### src/sv/badm_pkg.sv
package badm_pkg;

   // Default sizes, in bytes
   localparam int WORK_RAM_BYTES_DEF = 131072;
   localparam int SAVE_RAM_BYTES_DEF = 32768;
   localparam int ROM_MAX_BYTES_DEF  = 1048576;

   localparam int ADDR_W = 24;
   localparam int DATA_W = 16;

   // Access modes
   localparam logic [2:0] MODE_RD_BYTE  = 3'd0;
   localparam logic [2:0] MODE_WR_BYTE  = 3'd1;
   localparam logic [2:0] MODE_RD_WORD  = 3'd2;
   localparam logic [2:0] MODE_WR_WORD  = 3'd3;
   localparam logic [2:0] MODE_LOAD_ROM = 3'd4;

   // Regions
   localparam logic [1:0] REGION_WORK = 2'd0;
   localparam logic [1:0] REGION_HW   = 2'd1;
   localparam logic [1:0] REGION_SAVE = 2'd2;
   localparam logic [1:0] REGION_CART = 2'd3;

   // Byte operation kinds
   localparam logic [1:0] KIND_NONE  = 2'd0;
   localparam logic [1:0] KIND_READ  = 2'd1;
   localparam logic [1:0] KIND_WRITE = 2'd2;

   // Byte targets; ONES reads back FF
   localparam logic [1:0] TGT_WORK = 2'd0;
   localparam logic [1:0] TGT_SAVE = 2'd1;
   localparam logic [1:0] TGT_ROM  = 2'd2;
   localparam logic [1:0] TGT_ONES = 2'd3;

   // Control register indexes
   localparam int CSR_IDX_W  = 1;
   localparam int CSR_DATA_W = 5;
   localparam logic [CSR_IDX_W-1:0] CSR_ROM_PRESENT   = 1'd0;
   localparam logic [CSR_IDX_W-1:0] CSR_ROM_SIZE_LOG2 = 1'd1;

   // Op queue between front and back
   localparam int QUEUE_DEPTH = 2;
   localparam int QUEUE_PTR_W = 1;

   typedef struct packed {
      logic [2:0]        mode;
      logic [ADDR_W-1:0] bus_address;
      logic [DATA_W-1:0] write_data;
   } req_type;

   typedef struct packed {
      logic [DATA_W-1:0] read_data;
      logic [1:0]        region;
   } rsp_type;

   // One byte access
   typedef struct packed {
      logic [1:0]        kind;
      logic [1:0]        target;
      logic [ADDR_W-1:0] index;
      logic [7:0]        wdata;
      logic              hi;
      logic              last;
      logic [1:0]        region;
   } op_type;

endpackage

### src/sv/badm_queue.sv
module badm_queue (
   input  logic             clock,
   input  logic             reset,
   input  logic             push_valid,
   output logic             push_ready,
   input  badm_pkg::op_type push_data,
   output logic             pop_valid,
   input  logic             pop_ready,
   output badm_pkg::op_type pop_data
);

   localparam int CNT_W = badm_pkg::QUEUE_PTR_W + 1;
   localparam logic [CNT_W-1:0] FULL = CNT_W'(badm_pkg::QUEUE_DEPTH);

   badm_pkg::op_type                  entry_ff [badm_pkg::QUEUE_DEPTH];
   logic [badm_pkg::QUEUE_PTR_W-1:0]  wr_ptr_ff, wr_ptr_in;
   logic [badm_pkg::QUEUE_PTR_W-1:0]  rd_ptr_ff, rd_ptr_in;
   logic [CNT_W-1:0]                  cnt_ff, cnt_in;
   logic                              do_push, do_pop;

   assign push_ready = cnt_ff != FULL;
   assign pop_valid = cnt_ff != '0;
   assign pop_data = entry_ff[rd_ptr_ff];
   assign do_push = push_valid && push_ready;
   assign do_pop = pop_valid && pop_ready;

   // Pointer and count update
   always_comb begin
      wr_ptr_in = do_push ? wr_ptr_ff + 1'b1 : wr_ptr_ff;
      rd_ptr_in = do_pop ? rd_ptr_ff + 1'b1 : rd_ptr_ff;
      cnt_in = cnt_ff;
      if (do_push && !do_pop)
         cnt_in = cnt_ff + 1'b1;
      else if (do_pop && !do_push)
         cnt_in = cnt_ff - 1'b1;
   end

   always_ff @(posedge clock) begin
      if (reset) begin
         wr_ptr_ff <= '0;
         rd_ptr_ff <= '0;
         cnt_ff <= '0;
      end else begin
         wr_ptr_ff <= wr_ptr_in;
         rd_ptr_ff <= rd_ptr_in;
         cnt_ff <= cnt_in;
      end
   end

   always_ff @(posedge clock) begin
      if (do_push)
         entry_ff[wr_ptr_ff] <= push_data;
   end

endmodule

### config.mk
export PLATFORM = sky130hd
export DESIGN_NAME = badm_queue
export DESIGN_NICKNAME = d
export VERILOG_FILES = /design/src/sv/badm_pkg.sv /design/src/sv/badm_queue.sv
export SDC_FILE = /design/constraint.sdc
export NUM_CORES = 1
export LEC_CHECK = 0
export BUFFER_PORTS_ARGS = -buffer_cell sky130_fd_sc_hd__buf_2
export CAP_MARGIN = 20
export CORE_MARGIN = 5
export CORE_UTILIZATION = 43
export CTS_CLUSTER_DIAMETER = 60
export DETAILED_ROUTE_END_ITERATION = 8
export HOLD_SLACK_MARGIN = 0.02
export PLACE_DENSITY = 0.65
export SYNTH_ARGS = -nofsm -noshare
export SYNTH_HDL_FRONTEND = slang
export SYNTH_SLANG_ARGS = --single-unit
### constraint.sdc
create_clock -name clock -period 6.3 [get_ports clock]
set_clock_uncertainty 0.1 [all_clocks]
set_input_delay 1.26 -clock clock [delete_from_list [all_inputs] [get_ports clock]]
set_output_delay 1.26 -clock clock [all_outputs]
set_load 0.02 [all_outputs]
==> impl_metrics.ini, run 1 <==
[global_route]
grt_pass1_wl_um = 7990
grt-ovfl-total = 0
first_global_vias = 1679
antenna_found_initial = 0
grt_max_degree = 41
track_usage_pct = 12.2

[pwr]
power.share.combinational_pct = 26.1
ir_drop_v = 0.000324
internal-power_mw = 1.07
power_mw = 1.53
p_sw_share_pct = 30.6
seq_power_share_pct = 49.6
p_switching_mw = 0.469
clkPwrFrac_pct = 24.2
p_per_area_mw_per_mm2 = 400
leakage_nw = 1.43

[cts]
clockBufferDepth = 2
clk_latency_ps = 340
clk_pin_slew_worst_paths_ps = 90
postCtsHoldBufs = 0
numCtsBuffers = 9
cts_tree = yes
root_buffer = clkbuf_8
htreeDepth = 3
clock-sinks = 85
post_cts_buffers = 0
cts_resized = 0

[cells_and_area]
final_common_cell = buf_2
layout_common_cells = buf_2 (85), edfxtp_1 (80), mux2_2 (40)
regArea_mm2 = 0.00250
nNetsFinal = 286
insertedDiodeCount = 0
instances_no_fill = 345
fillerInstances = 600
final_core_util_pct = 53.7
multi_input_area_um2 = 571
finalInstanceArea_mm2 = 0.00383
area_delta_synth_final_pct = 23.8
drive_gt1_share_pct = 58.9

[floorplanning]
dieArea_mm2 = 0.00900
start_util_pct = 43.4
rows = 31
die_w_um = 94.8
coreArea_mm2 = 0.00714
pin_count = 86
dieHeight_um = 94.8

[sta]
fin_crit_ps = 3270
drv_slew = 0
min_period_over_period_pct = 51.9
fmax_mhz = 306
final_hold_viol_count = 0
max_slew.worst_pin.slew_ps = 972
tns_ps = 0
finalSetupViolations = 0
relSlewSlack_pct = 35.2
rsz0062_at_grt = false

[setup_path]
r2r-start = cnt_ff[0]$_SDFFE_PP0P_
required_ps = 4940
worst_path_max_delay_cell = dfxtp_2
cp-end-kind = primary output
reg2reg_slack_ps = 4340
critical_path.max_stage_delay_ps = 970
start_kind = flip-flop
cpLargestDelayFamily = flip-flops
critical_path_class = flip-flop to primary output
path_buf_inv = 1
path_cells = mux2_2 > buf_2
rr_endpoint = entry_ff[1][2]$_DFFE_PP_
endpoint = pop_data[38]
path_depth = 2
path_max_fanout = 40
reg2regPathDepth = 2
cp.arrival_ps = 1910

[synth]
yosys.area_share.xor_xnor_pct = 0.849
syn_nets = 193
synth.area.mux_share_pct = 14.6
yosysSeqAreaShare_pct = 80.8
synthAdderAreaFrac_pct = 0.404
synth_top_family_by_area = multiplexers
synthCells = 148
ys_ff_latch = 85
yosys_warnings = 0
synth_top_cell_by_area = edfxtp_1
synth_compound_gate_area_share_pct = 0.970
netlist_area_mm2 = 0.00310
synth_top_cell_area_share_pct = 77.6
yosysUniqueCellTypes = 17
syn_area_per_cell_um2 = 20.9
synth_area_leaders = edfxtp_1 (78%), mux2_2 (15%), dfxtp_1 (3.2%), xor2_1 (0.85%), buf_2 (0.65%)
yosys.area_share.simple_pct = 1.62

[placed_design]
dpl.cell_count = 329
hpwl_um = 3380
numPortBuffers = 85
placed_area_mm2 = 0.00363
gp_congestion = 0.715

[detailed_routing]
drcViolationCount = 0
drtIter0Drc = 67
avgViaCountPerCell = 4.66
vias = 1607
antenna_left = 0
dr.pass1.iters = 4
routed_wl_um = 5240
wire_per_inst_um = 15.2

[job]
cap_violations = 0

[outcome]
outcome = complete, no violations

[min_path]
hold_path.class = flip-flop to flip-flop
==> stage by stage <==
step,hold slack (ps),setup WS (ps)
after floorplan,371,3520
after global placement,387,3340
after detailed placement,388,3350
after CTS,418,2960
after global routing,464,2890
final,420,3030
==> kinds of logic after synthesis <==
kind of cell               count (synthesis)
DFF                                       85
and+or+nand+nor                            9
muxes                                     40
AOI/OAI and AO/OA                          5
buffers and inverters                      5
xor gates and xnor gates                   3
adders and majority gates                  1
==> per-layer routing <==
| layer | up-vias | track usage [%] | part of all wire [%] |
|---|---|---|---|
| met1 | 795 | 13.4 | 38 |
| li1 | 759 | - | - |
| met5 | - | 0 | 0 |
| met2 | 45 | 21.3 | 55 |
| met4 | 0 | 6.13 | 1.7 |
| met3 | 8 | 3.51 | 5.4 |
==> registers in the layout (all words and copies together) (netlist names), named ones only <==
name and count:
wr_ptr_ff 1, rd_ptr_ff 1, entry_ff 80, cnt_ff 2
==> power by group through the flow <==
stage	clock, mW	combinational [mW]	sequential, mW
2_1_floorplan	0	0.311	0.736
3_3_place_gp	0	0.406	0.775
3_5_place_dp	0	0.406	0.778
4_1_cts	0.386	0.409	0.765
5_1_grt	0.413	0.432	0.773
6_report	0.372	0.401	0.762
==> cell type report <==
type,instances,share of cell area [%]
clock inverter,7,1.89
timing repair buffer,86,11.3
inverter,1,0.0980
multi-input combinational,58,14.9
clock buffer,9,3.23
sequential,85,65.3
tap,99,3.23
==> how the worst min path moves through the flow <==
stage / endpoint / cells past startpoint / startpoint / slack (ps)
after global routing: cnt_ff[1]$_SDFFE_PP0P_ / 2 / cnt_ff[1]$_SDFFE_PP0P_ / 460
after CTS: cnt_ff[1]$_SDFFE_PP0P_ / 2 / cnt_ff[1]$_SDFFE_PP0P_ / 420
after detailed placement: flip-flop / 2 / rd_ptr_ff$_SDFFE_PP0P_ / 390
after floorplan: cnt_ff[1]$_SDFFE_PP0P_ / 2 / cnt_ff[1]$_SDFFE_PP0P_ / 370
after global placement: rd_ptr_ff$_SDFFE_PP0P_ / 2 / rd_ptr_ff$_SDFFE_PP0P_ / 390
final: cnt_ff[1]$_SDFFE_PP0P_ / 2 / cnt_ff[1]$_SDFFE_PP0P_ / 420
==> cells in the mapped netlist (all sizes together) <==
cell type / n
edfxtp: 80
mux2: 40
dfxtp: 5
buf: 4
nor2: 3
xor2: 3
a21oi: 2
o21ai: 2
a21bo: 1
and2: 1
and3: 1
ha: 1
inv: 1
nand2b: 1
nand3b: 1
or2: 1
or3: 1
==> worst reg2reg max path, delay by kind of cell (launching register included) <==
family           cells  cell delay, ps
AND/OR/NAND/NOR      2            1060
flip-flops           1             410
Note: power is estimated with default switching activity, not from simulation.
==> run 2: changes to the inputs <==
==> constraint.sdc (replaced) <==
create_clock -name clock -period 3.3 [get_ports clock]
set_clock_uncertainty 0.1 [all_clocks]
set_input_delay 0.66 -clock clock [delete_from_list [all_inputs] [get_ports clock]]
set_output_delay 0.66 -clock clock [all_outputs]
set_load 0.02 [all_outputs]
==> run 2 against run 1 <==
Flip-flop and latch count unchanged. Non-clock buffer count up 4. Clock-buffer cell count unchanged. Cell area up 0.33%. Cell count up 0.87%. Clock power up 80%. Critical path depth up 1. Via count about the same. Power up 90%. Setup slack worse by 2300 ps. Combinational power up 100%. First-iteration DRC count down 25%. Largest power group unchanged. Highest routed layer unchanged.
==> impl_metrics.ini, run 2 (synthesized netlist as in run 1, its figures left out) <==
[cts]
post_cts_buffers = 0
clk_pin_slew_worst_paths_ps = 70
clockBufferDepth = 2
postCtsHoldBufs = 0
clk_latency_ps = 330
clock-sinks = 85
cts_tree = yes
cts_resized = 0
root_buffer = clkbuf_8
numCtsBuffers = 9
htreeDepth = 3

[floorplanning]
coreArea_mm2 = 0.00714
dieHeight_um = 94.8
start_util_pct = 43.4
pin_count = 86
dieArea_mm2 = 0.00900
die_w_um = 94.8
rows = 31

[detailed_routing]
wire_per_inst_um = 15.8
avgViaCountPerCell = 4.62
drcViolationCount = 0
vias = 1608
routed_wl_um = 5510
antenna_left = 0
dr.pass1.iters = 3
drtIter0Drc = 50

[placed_design]
gp_congestion = 0.757
dpl.cell_count = 333
hpwl_um = 3860
numPortBuffers = 85

[setup_path]
required_ps = 2540
critical_path_class = flip-flop to primary output
cp.arrival_ps = 1810
path_max_fanout = 21
cp-end-kind = primary output
start_kind = flip-flop

[cells_and_area]
area_delta_synth_final_pct = 24.2
final_common_cell = buf_2
instances_no_fill = 348
insertedDiodeCount = 0
largest_registers = entry_ff: 80 flops, cnt_ff: 2 flops
largest-register = entry_ff
drive_gt1_share_pct = 59.0
layout_common_cells = buf_2 (85), edfxtp_1 (80), mux2_2 (40)
nNetsFinal = 290
fillerInstances = 638
largest_reg_flops = 80

[global_route]
grt-ovfl-total = 0
track_usage_pct = 12.6
first_global_vias = 1731
antenna_found_initial = 0
grt_max_degree = 27
grt_pass1_wl_um = 8250

[sta]
fin_crit_ps = 2570
max_slew.worst_pin.slew_ps = 704
tns_ps = 0
finalSetupViolations = 0
rsz0062_at_grt = false
fmax_mhz = 388
relSlewSlack_pct = 52.8
drv_slew = 0
final_hold_viol_count = 0
min_period_over_period_pct = 78.0

[pwr]
p_per_area_mw_per_mm2 = 756
leakage_nw = 1.44
seq_power_share_pct = 48.9
p_switching_mw = 0.875
power.share.combinational_pct = 28.1
clkPwrFrac_pct = 23.0
ir_drop_v = 0.000526
p_sw_share_pct = 30.1
internal-power_mw = 2.03

[outcome]
outcome = complete, no violations

[job]
cap_violations = 0

[min_path]
hold_path.class = flip-flop to flip-flop
run 2: power groups by stage:
| stage | combinational [mW] | clock, mW | sequential (mW) |
|---|---|---|---|
| 3_3_place_gp | 0.828 | 0 | 1.45 |
| 4_1_cts | 0.837 | 0.692 | 1.43 |
| 2_1_floorplan | 0.594 | 0 | 1.40 |
| 5_1_grt | 0.877 | 0.742 | 1.44 |
| 3_5_place_dp | 0.833 | 0 | 1.45 |
| 6_report | 0.817 | 0.669 | 1.42 |
run 2: per-stage QoR:
step	util, %	cell area [um2]	worst slack (ps)	total power, mW	hold slack (ps)
2_1_floorplan	-	3100	1060	2.00	371
3_3_place_gp	51.3	3660	952	2.27	388
3_5_place_dp	51.3	3660	946	2.28	391
4_1_cts	53.9	3840	654	2.96	388
5_1_grt	53.9	3840	604	3.06	382
6_report	53.9	3840	726	2.91	405
run 2: area by class of cell:
cell class | instances | area, um2 | share of cell area [%]
clock buffer | 9 | 124 | 3.22
clock inverter | 6 | 55.1 | 1.43
timing repair buffer | 90 | 463 | 12.0
multi-input combinational | 58 | 571 | 14.8
tap | 99 | 124 | 3.22
inverter | 1 | 3.75 | 0.0977
sequential | 85 | 2500 | 65.1
run 2: routing by layer:
layer	track usage, %	part of all wire, %	vias up
met5	0	0	-
li1	-	-	768
met4	6.49	1.5	0
met3	3.03	4.0	6
met2	22.8	54	42
met1	13.6	41	792
run 2: worst paths after layout:
path         depth (start not counted)                         to                   start  slack, ps
max reg2reg                          4  entry_ff[0][34]$_DFFE_PP_  cnt_ff[0]$_SDFFE_PP0P_       1210
min reg2reg                          2     rd_ptr_ff$_SDFFE_PP0P_  rd_ptr_ff$_SDFFE_PP0P_        410
min                                  2     rd_ptr_ff$_SDFFE_PP0P_  rd_ptr_ff$_SDFFE_PP0P_        410
max                                  3               pop_data[19]               flip-flop        730
run 2: critical path, cell delays in order (launching register included):
cell	delay, ps
dfxtp_2	650
buf_4	310
mux2_2	360
buf_2	160
==> run 3: changes to the inputs <==
--- a/config.mk
+++ b/config.mk
@@ -5,6 +5,7 @@
 export SDC_FILE = /design/constraint.sdc
 export NUM_CORES = 1
 export LEC_CHECK = 0
+export ABC_AREA = 1
 export BUFFER_PORTS_ARGS = -buffer_cell sky130_fd_sc_hd__buf_2
 export CAP_MARGIN = 20
 export CORE_MARGIN = 5
==> constraint.sdc (replaced) <==
create_clock -name clock -period 2.6 [get_ports clock]
set_clock_uncertainty 0.1 [all_clocks]
set_input_delay 0.52 -clock clock [delete_from_list [all_inputs] [get_ports clock]]
set_output_delay 0.52 -clock clock [all_outputs]
set_load 0.02 [all_outputs]
==> run 3 against run 2 <==
Power is 28% higher. First-iteration DRC count is 48% higher. Critical path depth did not move. Hold slack got worse by 150 ps. Utilization rose by 0.76 points. Via count increased by 3.9%. Clock power up 32%. Synthesized area rose by 1.3%. Register-to-register slack got worse by 330 ps. Setup slack lost 250 ps. Clock-buffer cell count up 1. Largest power group unchanged. Critical path type unchanged.
==> impl_metrics.ini, run 3 <==
[global_route]
antenna_found_initial = 0
first_global_vias = 1778
grt-ovfl-total = 0
track_usage_pct = 12.7
grt_pass1_wl_um = 8440
grt_max_degree = 22

[placed_design]
numPortBuffers = 85
preCtsSetupSlack_ps = 744
gp_congestion = 0.738
hpwl_um = 3750

[setup_path]
path_depth = 3
path_max_fanout = 21
path_cells = buf_4 > mux2_2 > buf_2
cpLargestDelayFamily = buffers and inverters
reg2regPathDepth = 5
critical_path.max_stage_delay_ps = 380
cp-end-kind = primary output
worst_path_max_delay_cell = mux2_2
path_buf_inv = 2
start_kind = flip-flop
r2r-start = cnt_ff[0]$_SDFFE_PP0P_
cp.arrival_ps = 1500
critical_path_class = flip-flop to primary output
required_ps = 1980

[cts]
root_buffer = clkbuf_8
numCtsBuffers = 9
postCtsHoldBufs = 0
clk_latency_ps = 340
cts_tree = yes
cts_resized = 0
clock-sinks = 85
post_cts_buffers = 0
clk_pin_slew_worst_paths_ps = 80
clockBufferDepth = 2
htreeDepth = 3

[sta]
finalSetupViolations = 0
rsz0062_at_grt = false
min_period_over_period_pct = 81.7
final_hold_viol_count = 0
fin_crit_ps = 2120
drv_slew = 0
setup_slack_ps = 476
fmax_mhz = 471
relSlewSlack_pct = 68.3
max_slew.worst_pin.slew_ps = 474

[detailed_routing]
drtIter0Drc = 74
antenna_left = 0
avgViaCountPerCell = 4.60
routed_wl_um = 5410
wire_per_inst_um = 14.9
drcViolationCount = 0
dr.pass1.iters = 4
vias = 1670

[synth]
syn_area_per_cell_um2 = 19.5
synth_area_leaders = edfxtp_1 (77%), mux2_2 (14%), dfxtp_1 (3.2%), buf_6 (1.4%), nand2_1 (1.1%)
yosys_warnings = 0
yosys-top-cells-count = edfxtp_1 (80), mux2_2 (40), nand2_1 (9)
netlist_area_mm2 = 0.00314
yosysSeqAreaShare_pct = 79.8
synthCells = 161
post-synth-top-count-cell = edfxtp_1
async_flop_share_pct = 0
ys_ff_latch = 85
syn_nets = 206
yosysUniqueCellTypes = 12
synth_top_cell_by_area = edfxtp_1
synth-edff-count = 80
synth_top_cell_area_share_pct = 76.6
ys.flop_type = edfxtp_1

[cells_and_area]
nNetsFinal = 304
largest-register = entry_ff
final_common_cell = buf_2
layout_common_cells = buf_2 (85), edfxtp_1 (80), mux2_2 (40)
insertedDiodeCount = 0
area_delta_synth_final_pct = 24.9
largest_registers = entry_ff: 80 flops, cnt_ff: 2 flops
drive_gt1_share_pct = 56.1
fillerInstances = 586
largest_reg_flops = 80

[min_path]
hold_path.class = primary input to flip-flop
hold_depth = 1
min-delay-start = push_data[33]

[pwr]
p_per_area_mw_per_mm2 = 948
power_mw = 3.71
ir_drop_v = 0.000581
leakage_nw = 1.49

[floorplanning]
start_util_pct = 43.7
coreArea_mm2 = 0.00718
dieHeight_um = 95.4
rows = 31
dieArea_mm2 = 0.00910
die_w_um = 95.4
pin_count = 86

[outcome]
outcome = complete, no violations

[job]
cap_violations = 0
run 3: power by group:
part | switching [mW] | internal, mW
clock network | 0.439 | 0.442
logic | 0.642 | 0.415
registers | 0.0473 | 1.73
run 3: layout make-up:
cell class,instances,area (um2),area share (%)
Inverter,8,30.0,0.766
Clock inverter,6,63.8,1.63
Clock buffer,10,128,3.26
Multi-Input combinational cell,64,574,14.7
Timing Repair Buffer,91,495,12.6
Tap cell,99,124,3.16
Sequential cell,85,2500,63.9
run 3: kinds of logic (layout without fill, tap and decap cells):
group	count (synthesis)	in the layout	synth area share (%)
multiplexers	40	40	14.4
adder cells (fa/ha/maj)	1	1	0.399
AO/OA/AOI/OAI	4	4	0.638
flip-flops	85	85	79.8
buffers and inverters	12	115	2.39
AND/OR/NAND/NOR	19	19	2.43
run 3: worst register-to-register path, delay by kind of cell, from the launching register on:
| kind | cells | cell delay (ps) |
|---|---|---|
| and+or+nand+nor | 3 | 650 |
| buffers and inverters | 2 | 330 |
| DFF | 1 | 340 |
run 3: worst paths after layout:
| path | slack [ps] | end |
|---|---|---|
| max | 480 | pop_data[4] |
| min | 260 | entry_ff[0][33]$_DFFE_PP_ |
| max reg2reg | 880 | entry_ff[0][2]$_DFFE_PP_ |
| min reg2reg | 420 | rd_ptr_ff$_SDFFE_PP0P_ |
run 3: per-stage QoR:
stage / std cells / hold WS (ps) / utilization [%] / area (um2) / setup TNS, ps
final: 363 / 259 / 54.6 / 3920 / 0
after global routing: 363 / 227 / 54.6 / 3920 / 0
after CTS: 363 / 237 / 54.6 / 3920 / 0
after detailed placement: 347 / 393 / 51.9 / 3730 / 0
after global placement: 347 / 381 / 51.9 / 3730 / 0
after floorplan: 161 / 365 / - / 3140 / -25820
run 3: per-layer routing:
layer | vias to the layer above | part of all wire [%] | GRT usage (%)
li1 | 808 | - | -
met1 | 811 | 39 | 14.0
met2 | 42 | 52 | 21.7
met3 | 9 | 7.4 | 5.52
met4 | 0 | 1.6 | 4.98
met5 | - | 0 | 0
