--- config.mk ---
export PLATFORM = sky130hd
export DESIGN_NAME = badm_front
export DESIGN_NICKNAME = d
export VERILOG_FILES = /design/src/sv/badm_pkg.sv /design/src/sv/badm_front.sv
export SDC_FILE = /design/constraint.sdc
export NUM_CORES = 1
export LEC_CHECK = 0
export ABC_AREA = 0
export BUFFER_PORTS_ARGS = -buffer_cell sky130_fd_sc_hd__buf_2
export CAP_MARGIN = 15
export CORE_ASPECT_RATIO = 2
export CORE_MARGIN = 1.5
export CORE_UTILIZATION = 30
export CTS_BUF_LIST = sky130_fd_sc_hd__clkbuf_16
export CTS_CLUSTER_SIZE = 30
export DETAILED_ROUTE_END_ITERATION = 8
export PLACE_DENSITY = 0.63
export REMOVE_ABC_BUFFERS = 1
export SLEW_MARGIN = 20
export SYNTH_ARGS = -nofsm -noshare
export SYNTH_HDL_FRONTEND = slang
export SYNTH_SLANG_ARGS = --single-unit
--- constraint.sdc ---
create_clock -name clock -period 7.1 [get_ports clock]
set_input_delay 1.775 -clock clock [delete_from_list [all_inputs] [get_ports clock]]
set_output_delay 1.775 -clock clock [all_outputs]
set_load 0.01 [all_outputs]
--- src/sv/badm_pkg.sv ---
package badm_pkg;

   // Default sizes, in bytes
   localparam int WORK_RAM_BYTES_DEF = 131072;
   localparam int SAVE_RAM_BYTES_DEF = 32768;
   localparam int ROM_MAX_BYTES_DEF  = 1048576;

   localparam int ADDR_W = 24;
   localparam int DATA_W = 16;

   // Access modes
   localparam logic [2:0] MODE_RD_BYTE  = 3'd0;
   localparam logic [2:0] MODE_WR_BYTE  = 3'd1;
   localparam logic [2:0] MODE_RD_WORD  = 3'd2;
   localparam logic [2:0] MODE_WR_WORD  = 3'd3;
   localparam logic [2:0] MODE_LOAD_ROM = 3'd4;

   // Regions
   localparam logic [1:0] REGION_WORK = 2'd0;
   localparam logic [1:0] REGION_HW   = 2'd1;
   localparam logic [1:0] REGION_SAVE = 2'd2;
   localparam logic [1:0] REGION_CART = 2'd3;

   // Byte operation kinds
   localparam logic [1:0] KIND_NONE  = 2'd0;
   localparam logic [1:0] KIND_READ  = 2'd1;
   localparam logic [1:0] KIND_WRITE = 2'd2;

   // Byte targets; ONES reads back FF
   localparam logic [1:0] TGT_WORK = 2'd0;
   localparam logic [1:0] TGT_SAVE = 2'd1;
   localparam logic [1:0] TGT_ROM  = 2'd2;
   localparam logic [1:0] TGT_ONES = 2'd3;

   // Control register indexes
   localparam int CSR_IDX_W  = 1;
   localparam int CSR_DATA_W = 5;
   localparam logic [CSR_IDX_W-1:0] CSR_ROM_PRESENT   = 1'd0;
   localparam logic [CSR_IDX_W-1:0] CSR_ROM_SIZE_LOG2 = 1'd1;

   // Op queue between front and back
   localparam int QUEUE_DEPTH = 2;
   localparam int QUEUE_PTR_W = 1;

   typedef struct packed {
      logic [2:0]        mode;
      logic [ADDR_W-1:0] bus_address;
      logic [DATA_W-1:0] write_data;
   } req_type;

   typedef struct packed {
      logic [DATA_W-1:0] read_data;
      logic [1:0]        region;
   } rsp_type;

   // One byte access
   typedef struct packed {
      logic [1:0]        kind;
      logic [1:0]        target;
      logic [ADDR_W-1:0] index;
      logic [7:0]        wdata;
      logic              hi;
      logic              last;
      logic [1:0]        region;
   } op_type;

endpackage

--- src/sv/badm_front.sv ---
module badm_front #(
   parameter int WORK_RAM_BYTES = badm_pkg::WORK_RAM_BYTES_DEF,
   parameter int SAVE_RAM_BYTES = badm_pkg::SAVE_RAM_BYTES_DEF,
   parameter int ROM_MAX_BYTES  = badm_pkg::ROM_MAX_BYTES_DEF
) (
   input  logic                               clock,
   input  logic                               reset,
   input  logic                               clearing,
   input  logic                               req_valid,
   output logic                               req_ready,
   input  badm_pkg::req_type                  req_payload,
   input  logic                               csr_valid,
   output logic                               csr_ready,
   input  logic [badm_pkg::CSR_IDX_W-1:0]     csr_index,
   input  logic [badm_pkg::CSR_DATA_W-1:0]    csr_data,
   output logic                               op_valid,
   input  logic                               op_ready,
   output badm_pkg::op_type                   op_data
);

   localparam logic [17:0] WORK_LIM = 18'(WORK_RAM_BYTES);
   localparam logic [15:0] SAVE_MASK = 16'(SAVE_RAM_BYTES - 1);
   localparam logic [24:0] ROM_LIM = 25'(ROM_MAX_BYTES);

   logic              rom_present_ff, rom_present_in;
   logic [4:0]        rom_log2_ff, rom_log2_in;
   logic              pend_ff, pend_in;
   logic              phase_ff, phase_in;
   logic [1:0]        region_ff, region_in;
   badm_pkg::req_type req_ff;

   logic [23:0] baddr;
   logic [7:0]  bank;
   logic [15:0] off;
   logic        low_bank, wram_bank;
   logic [1:0]  region;
   logic [16:0] widx;
   logic        wram_ok;
   logic [15:0] sidx;
   logic [23:0] rmask, ridx;
   logic        rom_ok;
   logic [1:0]  target;
   logic [23:0] index;
   logic        is_word, push;

   // Config registers, always ready
   assign csr_ready = 1'b1;

   always_comb begin
      rom_present_in = rom_present_ff;
      rom_log2_in = rom_log2_ff;
      if (csr_valid) begin
         unique case (csr_index)
            badm_pkg::CSR_ROM_PRESENT:   rom_present_in = csr_data[0];
            badm_pkg::CSR_ROM_SIZE_LOG2: rom_log2_in = csr_data;
            default: ;
         endcase
      end
   end

   // Byte address of the current phase, word wraps at 24 bits
   assign baddr = phase_ff ? (req_ff.bus_address + 24'd1) : req_ff.bus_address;
   assign bank = baddr[23:16];
   assign off = baddr[15:0];
   assign low_bank = ~bank[6];
   assign wram_bank = (bank == 8'h7E) || (bank == 8'h7F);

   // Region decode
   always_comb begin
      if (low_bank) begin
         if (off[15])
            region = badm_pkg::REGION_CART;
         else if (off[14:13] == 2'b11)
            region = badm_pkg::REGION_SAVE;
         else if (off[14:13] == 2'b00)
            region = badm_pkg::REGION_WORK;
         else
            region = badm_pkg::REGION_HW;
      end else if (wram_bank) begin
         region = badm_pkg::REGION_WORK;
      end else begin
         region = badm_pkg::REGION_CART;
      end
   end

   // Index and range checks per store
   assign widx = low_bank ? {4'd0, off[12:0]} : {bank[0], off};
   assign wram_ok = {1'b0, widx} < WORK_LIM;
   assign sidx = {3'd0, off[12:0]} & SAVE_MASK;
   assign rmask = (rom_log2_ff >= 5'd24) ? 24'hFFFFFF
                                         : ((24'd1 << rom_log2_ff) - 24'd1);
   assign ridx = baddr & rmask;
   assign rom_ok = rom_present_ff && ({1'b0, ridx} < ROM_LIM);

   always_comb begin
      target = badm_pkg::TGT_ONES;
      index = '0;
      unique case (region)
         badm_pkg::REGION_WORK: begin
            if (wram_ok) begin
               target = badm_pkg::TGT_WORK;
               index = {7'd0, widx};
            end
         end
         badm_pkg::REGION_SAVE: begin
            target = badm_pkg::TGT_SAVE;
            index = {8'd0, sidx};
         end
         badm_pkg::REGION_CART: begin
            if (rom_ok) begin
               target = badm_pkg::TGT_ROM;
               index = ridx;
            end
         end
         default: ;
      endcase
   end

   assign is_word = (req_ff.mode == badm_pkg::MODE_RD_WORD) ||
                    (req_ff.mode == badm_pkg::MODE_WR_WORD);

   // Build the byte op for this phase
   always_comb begin
      op_data.kind = badm_pkg::KIND_NONE;
      op_data.target = target;
      op_data.index = index;
      op_data.wdata = phase_ff ? req_ff.write_data[15:8] : req_ff.write_data[7:0];
      op_data.hi = phase_ff;
      op_data.last = phase_ff || !is_word;
      op_data.region = phase_ff ? region_ff : region;
      unique case (req_ff.mode)
         badm_pkg::MODE_RD_BYTE, badm_pkg::MODE_RD_WORD:
            op_data.kind = badm_pkg::KIND_READ;
         badm_pkg::MODE_WR_BYTE, badm_pkg::MODE_WR_WORD: begin
            if (target == badm_pkg::TGT_WORK || target == badm_pkg::TGT_SAVE)
               op_data.kind = badm_pkg::KIND_WRITE;
         end
         badm_pkg::MODE_LOAD_ROM: begin
            op_data.region = badm_pkg::REGION_CART;
            op_data.target = badm_pkg::TGT_ROM;
            op_data.index = req_ff.bus_address;
            if ({1'b0, req_ff.bus_address} < ROM_LIM)
               op_data.kind = badm_pkg::KIND_WRITE;
         end
         default: ;
      endcase
   end

   assign op_valid = pend_ff;
   assign push = pend_ff && op_ready;
   assign req_ready = !pend_ff && !clearing;

   // Request sequencing
   always_comb begin
      pend_in = pend_ff;
      phase_in = phase_ff;
      region_in = region_ff;
      if (req_valid && req_ready) begin
         pend_in = 1'b1;
         phase_in = 1'b0;
      end else if (push) begin
         region_in = region;
         if (is_word && !phase_ff)
            phase_in = 1'b1;
         else
            pend_in = 1'b0;
      end
   end

   always_ff @(posedge clock) begin
      if (reset) begin
         rom_present_ff <= 1'b0;
         rom_log2_ff <= '0;
         pend_ff <= 1'b0;
         phase_ff <= 1'b0;
      end else begin
         rom_present_ff <= rom_present_in;
         rom_log2_ff <= rom_log2_in;
         pend_ff <= pend_in;
         phase_ff <= phase_in;
      end
   end

   always_ff @(posedge clock) begin
      region_ff <= region_in;
      if (req_valid && req_ready)
         req_ff <= req_payload;
   end

endmodule

==> qor.txt, run 1 <==
Outcome - finished clean
H-tree depth - 2
CP max-delay cell - edfxtp_1
Leakage - 1.66 nW
Hold Path Stages - 2
CTS Hold Bufs - 0
Pin count of the biggest net entering global routing - 46
DP HPWL - 7920 µm
Seq/Total Area, Yosys - 44.6%
Filler cell count - 1156
Unrepaired setup endpoints after global routing - no
EDFF count, synth - 45
Port bufs - 96
Syn Std Cell Area - 0.00339 mm²
DIE AREA - 0.0120 mm²
Dpl cells - 585
Setup CP Type - flop to output port
Crit-path max FO - 13
Commonest non-fill, non-tap cell in the layout - buf_2
Initial Utilization - 31.0%
Yosys cell types - 64
Crit path launch type - flop
Slowest stage delay, CP - 0.48 ns
Setup tns final - 0 ns
CTS buffer count - 5
Worst skew pair latency - 0.30 ns
WL final - 9850 µm
Power Density - 179 mW/mm²
Synth warn - 0
Clock buffer depth - 2
# setup viols final - 0
Clock Pin Slew Worst Setup and Hold Paths - 0.07 ns
Overflow after GRT - 0
R2R Setup Slk - 4.05 ns
Finished Layout Cells - 593
Skew final - 0.00824 ns
Die width - 78.2 µm
GPL Wtd Cong - 0.910
Post-route ant nets - 0
CTS root buffer - clkbuf_16
Area Overhead vs Synth - 21.9%
Max Cap Viol - 0
Fin area - 0.00413 mm²
Vias per cell - 5.27
Crit end category - output port
Peak VDD IR - 0.000134 V
TritonRoute pass-1 iters - 4
Slew @ Worst Pin - 1.01 ns
Worst R2R End - region_ff[0]
DP Area - 0.00398 mm²
Final Net Count - 510
Row cnt - 54
Antenna Cells - 0
Multi-input logic area - 0.00174 mm²
Max-slew violations - 0
HP Class - flop to flop
Fin crit share - 81.9%
Ys async rst share - 0%
Worst Path Arrival - 4.04 ns
Synth Area per Inst - 9.22 µm²
Core Box Area - 0.0109 mm²
Final core area utilization - 37.8%
Worst path bufs/invs - 1
Hold endpoint - op_valid
Top_reg_cell synth - edfxtp_1
# IOs - 98
Data required, critical path - 5.33 ns
First-pass GRT wire length - 15300 µm
CTS Sinks - 53
Cells after Synth - 368
Vias - 3126
Rel. slew slack - 32.6%
Vias in the first global route - 3122
Delay-heaviest family, CP - simple AND/OR/NAND/NOR gates
CTS tree - done
Startpoint of the lowest-slack hold path - op_valid
Post-synthesis register bit count - 53
FF-to-FF path depth - 9
Share of layout cells above drive strength 1 - 29.8%
Max frequency - 172 MHz
Wirelength per Cell - 16.6 µm
CP dominant cell by count - ha_1
Crit-path cells - ha_1 > nand3_1 > or2_2 > nor4_1 > xor2_1 > ha_1 > and2_1 > o311a_1 > nand2_4 > nor2_2 > a21oi_1 > o21ai_0 > buf_2
Drt drc - 0
Initial antenna violation count - 0
Post-CTS setup repair buffer count - 0
Reg2Reg Launch Point - req_ff[16]
Fin. Hold Viols - 0
Die Ht - 153 µm
Min cycle time layout - 5.82 ns
GRT Overall Usage - 16.7%
DRC violation total after the first TritonRoute iteration - 126
Seq. cell area - 0.00151 mm²
Commonest cells after routing, fill and taps aside - buf_2, nand2_1, edfxtp_1
Resize count post-CTS - 0
-- cells in the mapped netlist (all sizes together) (2+ instances only) --
library cell  instances  share of area, %
nand4                10               2.0
nand2b                3              0.55
nand3                18               2.7
and2                  6               1.2
mux2i                 3              0.89
o221ai                2              0.52
nor2                 27               3.1
o31a                  3              0.77
clkbuf               13               1.4
ha                    3               1.1
o311a                 2              0.59
a21o                  6               1.3
o211ai                5               1.1
o311ai                4               1.0
or2                   5               1.0
and4                  2              0.52
edfxtp               45                40
o21ai                25               3.7
or3                   4              0.74
dfxtp                 8               4.7
mux2                  9               3.0
or4                   3              0.77
a21oi                23               3.4
a32o                  3              0.89
xnor2                 8               2.1
nand2                59               6.8
o31ai                 2              0.44
inv                  11               1.2
a31oi                 3              0.55
buf                  10               1.6
nor4                  5              0.92
a22o                  2              0.52
nor3                  8               1.5
nand4b                2              0.52
a32oi                 3              0.77
nor2b                 4              0.96
xor2                  6               1.5
-- registers in the layout, indices dropped and copies added, names as in the netlist --
name	flops
phase_ff	1
region_ff	2
rom_present_ff	1
req_ff	43
rom_log2_ff	5
op_valid	1
-- tightest hold or removal path, stage by stage, from the launching register on --
cell	delay [ns]
dfxtp_1	0.34
a21oi_1	0.13
nor2_1	0.05
-- metal layers --
metal  wire length (µm)  vias up  GRT usage (%)
met1               3130     1449           14.8
met4                631        0           12.1
met3                461       35           2.93
met5                  0        -              0
li1                   -     1537              -
met2               5620      105           32.3
-- area by class of cell --
| class | instances | share of cell area (%) |
|---|---|---|
| Clock buffer | 5 | 3.03 |
| Inverter | 11 | 0.999 |
| Clock inverter | 3 | 0.696 |
| Tap cell | 140 | 4.24 |
| Timing Repair Buffer | 100 | 12.3 |
| Multi-Input combinational cell | 281 | 42.1 |
| Sequential cell | 53 | 36.6 |
-- where the power goes --
group | total (W) | switching, W | internal [W]
Combinational | 0.000118 | 0.0000703 | 0.0000480
Sequential | 0.000368 | 0.0000147 | 0.000353
Clock | 0.000254 | 0.000119 | 0.000135
-- logic make-up after synthesis --
kind of cell             count (synthesis)  synth area share (%)
AND/OR/NAND/NOR                        158                  23.7
AO/OA/AOI/OAI                           93                  18.7
flip-flops                              53                  44.6
buffers and inverters                   34                  4.28
XOR/XNOR                                14                  3.61
multiplexers                            12                  3.87
adder cells (fa/ha/maj)                  3                  1.11
other                                    1                 0.111
-- worst max path at each step --
stage	start	to	slack (ns)	cells after the start
final	req_ff[16]	op_data[18]	1.28	13
after global routing	req_ff[16]	op_data[18]	1.01	13
after CTS	req_ff[16]	op_data[18]	1.25	13
after detailed placement	req_ff[16]	op_data[18]	1.57	13
after global placement	req_ff[16]	op_data[18]	1.56	13
after floorplan	phase_ff	op_data[12]	1.99	12
-- through the flow --
stage	hold slack, ns	total power (W)	worst slack, ns
2_1_floorplan	0.463	0.000442	1.99
3_3_place_gp	0.534	0.000491	1.56
3_5_place_dp	0.549	0.000494	1.57
4_1_cts	0.571	0.000750	1.25
5_1_grt	0.582	0.000775	1.01
6_report	0.567	0.000741	1.28
Note: power is estimated with default switching activity, not from simulation.
==> run 2, diff against run 1 <==
- clock period: 7.1 -> 5.9 ns (I/O delays scaled with it)
==> qor.txt, run 2 (synthesis gave the netlist of run 1 again) <==
R2R Setup Slk - 3.19 ns (-0.86 ns)
DP HPWL - 7920 µm (about the same)
Crit path launch type - flop
DIE AREA - 0.0120 mm² (unchanged)
Outcome - finished clean
Worst Path Arrival - 3.88 ns (-0.16 ns)
Unrepaired setup endpoints after global routing - no
Commonest cells after routing, fill and taps aside - buf_2, nand2_1, edfxtp_1
Resize count post-CTS - 0 (unchanged)
Overflow after GRT - 0 (unchanged)
TritonRoute pass-1 iters - 4 (unchanged)
Crit-path max FO - 13 (unchanged)
CTS Hold Bufs - 0 (unchanged)
Max Cap Viol - 0 (unchanged)
Fin. Hold Viols - 0 (unchanged)
HP Class - flop to flop
Data required, critical path - 4.43 ns (-0.90 ns)
CTS buffer count - 5 (unchanged)
Commonest non-fill, non-tap cell in the layout - buf_2
# IOs - 98 (unchanged)
DRC violation total after the first TritonRoute iteration - 186 (+48%)
Vias per cell - 5.36 (+1.7%)
Post-CTS setup repair buffer count - 0 (unchanged)
GRT busiest layer - met2
Pin count of the biggest net entering global routing - 46 (unchanged)
Hold Path Stages - 2 (unchanged)
Share of layout cells above drive strength 1 - 30.3% (+0.46 points)
Min cycle time layout - 5.35 ns
Vias in the first global route - 3198 (+2.4%)
Rel. slew slack - 33.4% (+0.78 points)
# setup viols final - 0 (unchanged)
Row cnt - 54 (unchanged)
Clock buffer depth - 2 (unchanged)
GRT Overall Usage - 17.2% (+0.48 points)
Die Ht - 153 µm (unchanged)
Worst skew pair latency - 0.30 ns (about the same)
Max frequency - 187 MHz
CTS Sinks - 53 (unchanged)
Clock Pin Slew Worst Setup and Hold Paths - 0.07 ns (about the same)
H-tree depth - 2 (unchanged)
Skew final - 0.00947 ns (+0.00123 ns)
Crit end category - output port
Met3 Use GR - 2.87% (-0.060 points)
Port bufs - 96 (unchanged)
Initial antenna violation count - 0 (unchanged)
Initial Utilization - 31.0% (unchanged)
Wirelength per Cell - 16.7 µm (+0.76%)
Setup tns final - 0 ns (unchanged)
Area Overhead vs Synth - 22.5%
Vias - 3194 (+2.2%)
M2 GR Usage - 31.8% (-0.46 points)
Top Registers - req_ff (43), rom_log2_ff (5), region_ff (2)
CTS root buffer - clkbuf_16
WL final - 9970 µm (+1.3%)
Post-route ant nets - 0 (unchanged)
Antenna Cells - 0 (unchanged)
Max-slew violations - 0 (unchanged)
Drt drc - 0 (unchanged)
GPL Wtd Cong - 0.953 (+4.8%)
Slew @ Worst Pin - 0.999 ns (-0.0117 ns)
Peak VDD IR - 0.000144 V (+7.6%)
Setup CP Type - flop to output port
Max reg flops - 43 (unchanged)
Final Net Count - 513 (+0.59%)
Met1 usage - 16.6% (+1.8 points)
First-pass GRT wire length - 15900 µm (+4.4%)
Core Box Area - 0.0109 mm² (unchanged)
Leakage - 1.68 nW (+0.96%)
CTS tree - done
FF-to-FF path depth - 8 (-1)
Filler cell count - 1163 (+0.61%)
Power Density - 215 mW/mm² (+20%)
Overall power - 0.000894 W (+21%)
Fin crit share - 90.7%
Die width - 78.2 µm (unchanged)
Biggest register - req_ff
Hold_ws - 0.550 ns (-0.0168 ns)
run 2: stage by stage:
step | worst slack (ns) | util (%) | cells | area [µm²]
after floorplan | 1.09 | - | 345 | 3290
after global placement | 0.947 | 36.6 | 588 | 4000
after detailed placement | 0.869 | 36.6 | 588 | 4000
after CTS | 0.540 | 38.0 | 596 | 4160
after global routing | 0.153 | 38.0 | 596 | 4160
final | 0.550 | 38.0 | 596 | 4160
run 2: final timing paths:
path | start | end
worst min register to register | op_valid | op_valid
worst max register to register | req_ff[18] | region_ff[1]
worst min-delay path | op_valid | op_valid
worst max-delay path | req_ff[18] | op_data[18]
run 2: layer usage:
metal / share of wire [%] / vias to the layer above
li1: - / 1540
met1: 33 / 1498
met2: 56 / 119
met3: 4.4 / 37
met4: 6.4 / 0
met5: 0 / -
run 2: power breakdown:
group / internal (W) / total (W) / switching, W
clock network: 0.000163 / 0.000306 / 0.000143
logic: 0.0000590 / 0.000148 / 0.0000886
registers: 0.000425 / 0.000441 / 0.0000153
total: 0.000647 / 0.000894 / 0.000247
run 2: layout make-up:
| cell class | instances | area, µm² | share of cell area, % |
|---|---|---|---|
| well taps | 140 | 175 | 4.21 |
| clock inverters | 3 | 28.8 | 0.692 |
| inverters | 11 | 41.3 | 0.993 |
| flip-flops and latches | 53 | 1510 | 36.4 |
| multi-input cells | 281 | 1740 | 41.9 |
| repair buffers | 103 | 533 | 12.8 |
| clock buffers | 5 | 125 | 3.01 |
run 2: critical path, stage by stage (launching register included):
cell      delay (ns)
edfxtp_1        0.42
and4_1          0.28
nand3_1         0.14
or2_2           0.36
nor4_1          0.30
xor2_1          0.24
ha_1            0.28
and2_1          0.16
o311a_1         0.25
nand2_4         0.12
nor2_2          0.43
a21oi_1         0.17
o21ai_0         0.25
buf_2           0.18
==> run 3, diff against run 2 <==
- CELL_PAD_IN_SITES_DETAIL_PLACEMENT: unset -> 1
- CELL_PAD_IN_SITES_GLOBAL_PLACEMENT: unset -> 2
- PLACE_DENSITY: 0.63 -> 0.9
==> qor.txt, run 3 (synthesis gave the netlist of run 1 again) <==
Outcome - finished clean
WL final - 11000 µm (+10%)
Slowest stage delay, CP - 0.51 ns (+0.08 ns)
Worst skew pair latency - 0.30 ns (about the same)
Top Registers - req_ff (43), rom_log2_ff (5), region_ff (2)
Initial Utilization - 31.0% (unchanged)
Setup CP Type - flop to output port
Slew @ Worst Pin - 1.01 ns (+0.00943 ns)
Setup tns final - 0 ns (unchanged)
HP Class - flop to flop
Finished Layout Cells - 596 (unchanged)
Drt drc - 0 (unchanged)
Final Net Count - 513 (unchanged)
Crit path launch type - flop
Peak VDD IR - 0.000182 V (+26%)
CTS Hold Bufs - 0 (unchanged)
# IOs - 98 (unchanged)
Antenna Cells - 0 (unchanged)
Seq pwr share - 49.9% (+0.6 points)
Rel. slew slack - 32.8% (-0.63 points)
Crit path capture - op_data[22]
DP HPWL - 8870 µm (+12%)
Vias per cell - 5.41 (+0.88%)
Dpl cells - 588 (unchanged)
Max-slew violations - 0 (unchanged)
GRT Overall Usage - 19.1% (+1.9 points)
Filler cell count - 1349 (+16%)
Core Box Area - 0.0109 mm² (unchanged)
TritonRoute pass-1 iters - 4 (unchanged)
Fin. Hold Viols - 0 (unchanged)
Vias in the first global route - 3611 (+13%)
Vias - 3222 (+0.88%)
CTS root buffer - clkbuf_16
Biggest register - req_ff
P_sw - 0.000242 W (-1.9%)
DIE AREA - 0.0120 mm² (unchanged)
Clock Pin Slew Worst Setup and Hold Paths - 0.07 ns (about the same)
Skew final - 0.0108 ns (+0.00133 ns)
P_int - 0.000642 W (-0.76%)
Die Ht - 153 µm (unchanged)
Row cnt - 54 (unchanged)
# setup viols final - 0 (unchanged)
Hold_ws - 0.548 ns (-0.00224 ns)
Worst Path Arrival - 3.95 ns (+0.07 ns)
Area Overhead vs Synth - 22.3%
Max frequency - 184 MHz (-1.3%)
Data required, critical path - 4.43 ns (about the same)
GPL Wtd Cong - 0.915 (-4.0%)
Max Cap Viol - 0 (unchanged)
DRC violation total after the first TritonRoute iteration - 122 (-34%)
Crit-path cells - and4_1 > nand3_1 > or2_2 > nor4_1 > xor2_1 > ha_1 > and2_1 > o311a_1 > nand2_4 > nor2_2 > a21oi_1 > o21ai_0 > buf_2
Leakage - 1.67 nW (-0.50%)
Port bufs - 96 (unchanged)
Pin count of the biggest net entering global routing - 46 (unchanged)
Worst setup path start - req_ff[18]
R2R Setup Slk - 3.28 ns (+0.09 ns)
Post-CTS setup repair buffer count - 0 (unchanged)
Unrepaired setup endpoints after global routing - no
Sw Ratio - 27.4% (-0.23 points)
Post-route ant nets - 0 (unchanged)
Fin crit share - 91.9% (+1.2 points)
Commonest non-fill, non-tap cell in the layout - buf_2
Worst R2R End - region_ff[1]
Clock buffer depth - 2 (unchanged)
Crit end category - output port
Min cycle time layout - 5.42 ns (+0.0727 ns)
Clock power frac - 32.9% (-1.3 points)
Commonest cells after routing, fill and taps aside - buf_2, nand2_1, edfxtp_1
Reg2Reg Launch Point - req_ff[18]
Overflow after GRT - 0 (unchanged)
Power Density - 213 mW/mm² (-0.87%)
Crit-path max FO - 13 (unchanged)
CP max-delay cell - nor2_2
CTS Sinks - 53 (unchanged)
Max reg flops - 43 (unchanged)
Final core area utilization - 37.9% (-0.080 points)
Die width - 78.2 µm (unchanged)
CTS tree - done
Gate power share - 17.1% (+0.6 points)
Share of layout cells above drive strength 1 - 30.0% (-0.22 points)
Wirelength per Cell - 18.5 µm (+10%)
Resize count post-CTS - 0 (unchanged)
CTS buffer count - 5 (unchanged)
Initial antenna violation count - 0 (unchanged)
First-pass GRT wire length - 17700 µm (+11%)
FF-to-FF path depth - 8 (unchanged)
H-tree depth - 2 (unchanged)
[run 3: layer usage]
layer | vias to the layer above | GRT usage (%) | wire length (µm)
met3 | 34 | 2.33 | 330
met1 | 1559 | 16.9 | 3580
met4 | 0 | 11.2 | 573
li1 | 1539 | - | -
met5 | - | 0 | 0
met2 | 90 | 38.8 | 6530
[run 3: cell type report]
type | instances | area [µm²] | area share, %
clock buffer | 5 | 125 | 3.02
clock inverter | 3 | 20.0 | 0.483
inverter | 11 | 41.3 | 0.995
multi-input combinational | 281 | 1740 | 42.0
sequential | 53 | 1510 | 36.4
tap | 140 | 175 | 4.22
timing repair buffer | 103 | 533 | 12.9
[run 3: worst min path at each step]
stage                   start              to  slack (ns)  depth (start not counted)
4_1_cts              op_valid        op_valid        0.56                          2
6_report             op_valid        op_valid        0.55                          2
2_1_floorplan  rom_present_ff  rom_present_ff        0.46                          2
5_1_grt              op_valid        op_valid        0.61                          2
3_5_place_dp         op_valid        op_valid        0.54                          2
3_3_place_gp         op_valid        op_valid        0.54                          2
[run 3: power by group through the flow]
stage / clock network (W) / registers, W / logic (W)
after floorplan: 0 / 0.000449 / 0.0000835
after global placement: 0 / 0.000448 / 0.000149
after detailed placement: 0 / 0.000449 / 0.000153
after CTS: 0.000301 / 0.000441 / 0.000154
after global routing: 0.000312 / 0.000444 / 0.000168
final: 0.000291 / 0.000441 / 0.000152
[run 3: per-stage QoR]
step / total power [W] / instance area, µm² / setup slack [ns]
2_1_floorplan: 0.000532 / 3290 / 1.09
3_3_place_gp: 0.000597 / 4000 / 0.837
3_5_place_dp: 0.000603 / 4000 / 0.737
4_1_cts: 0.000896 / 4150 / 0.407
5_1_grt: 0.000924 / 4150 / 0.194
6_report: 0.000884 / 4150 / 0.477
[run 3: worst max-delay path, delay by kind of cell (launching register included)]
kind	cells	cell delay, ns
and+or+nand+nor	7	1.87
AOI/OAI and AO/OA	3	0.66
DFF	1	0.43
adders and majority gates	1	0.28
xor gates and xnor gates	1	0.24
buffers and inverters	1	0.17
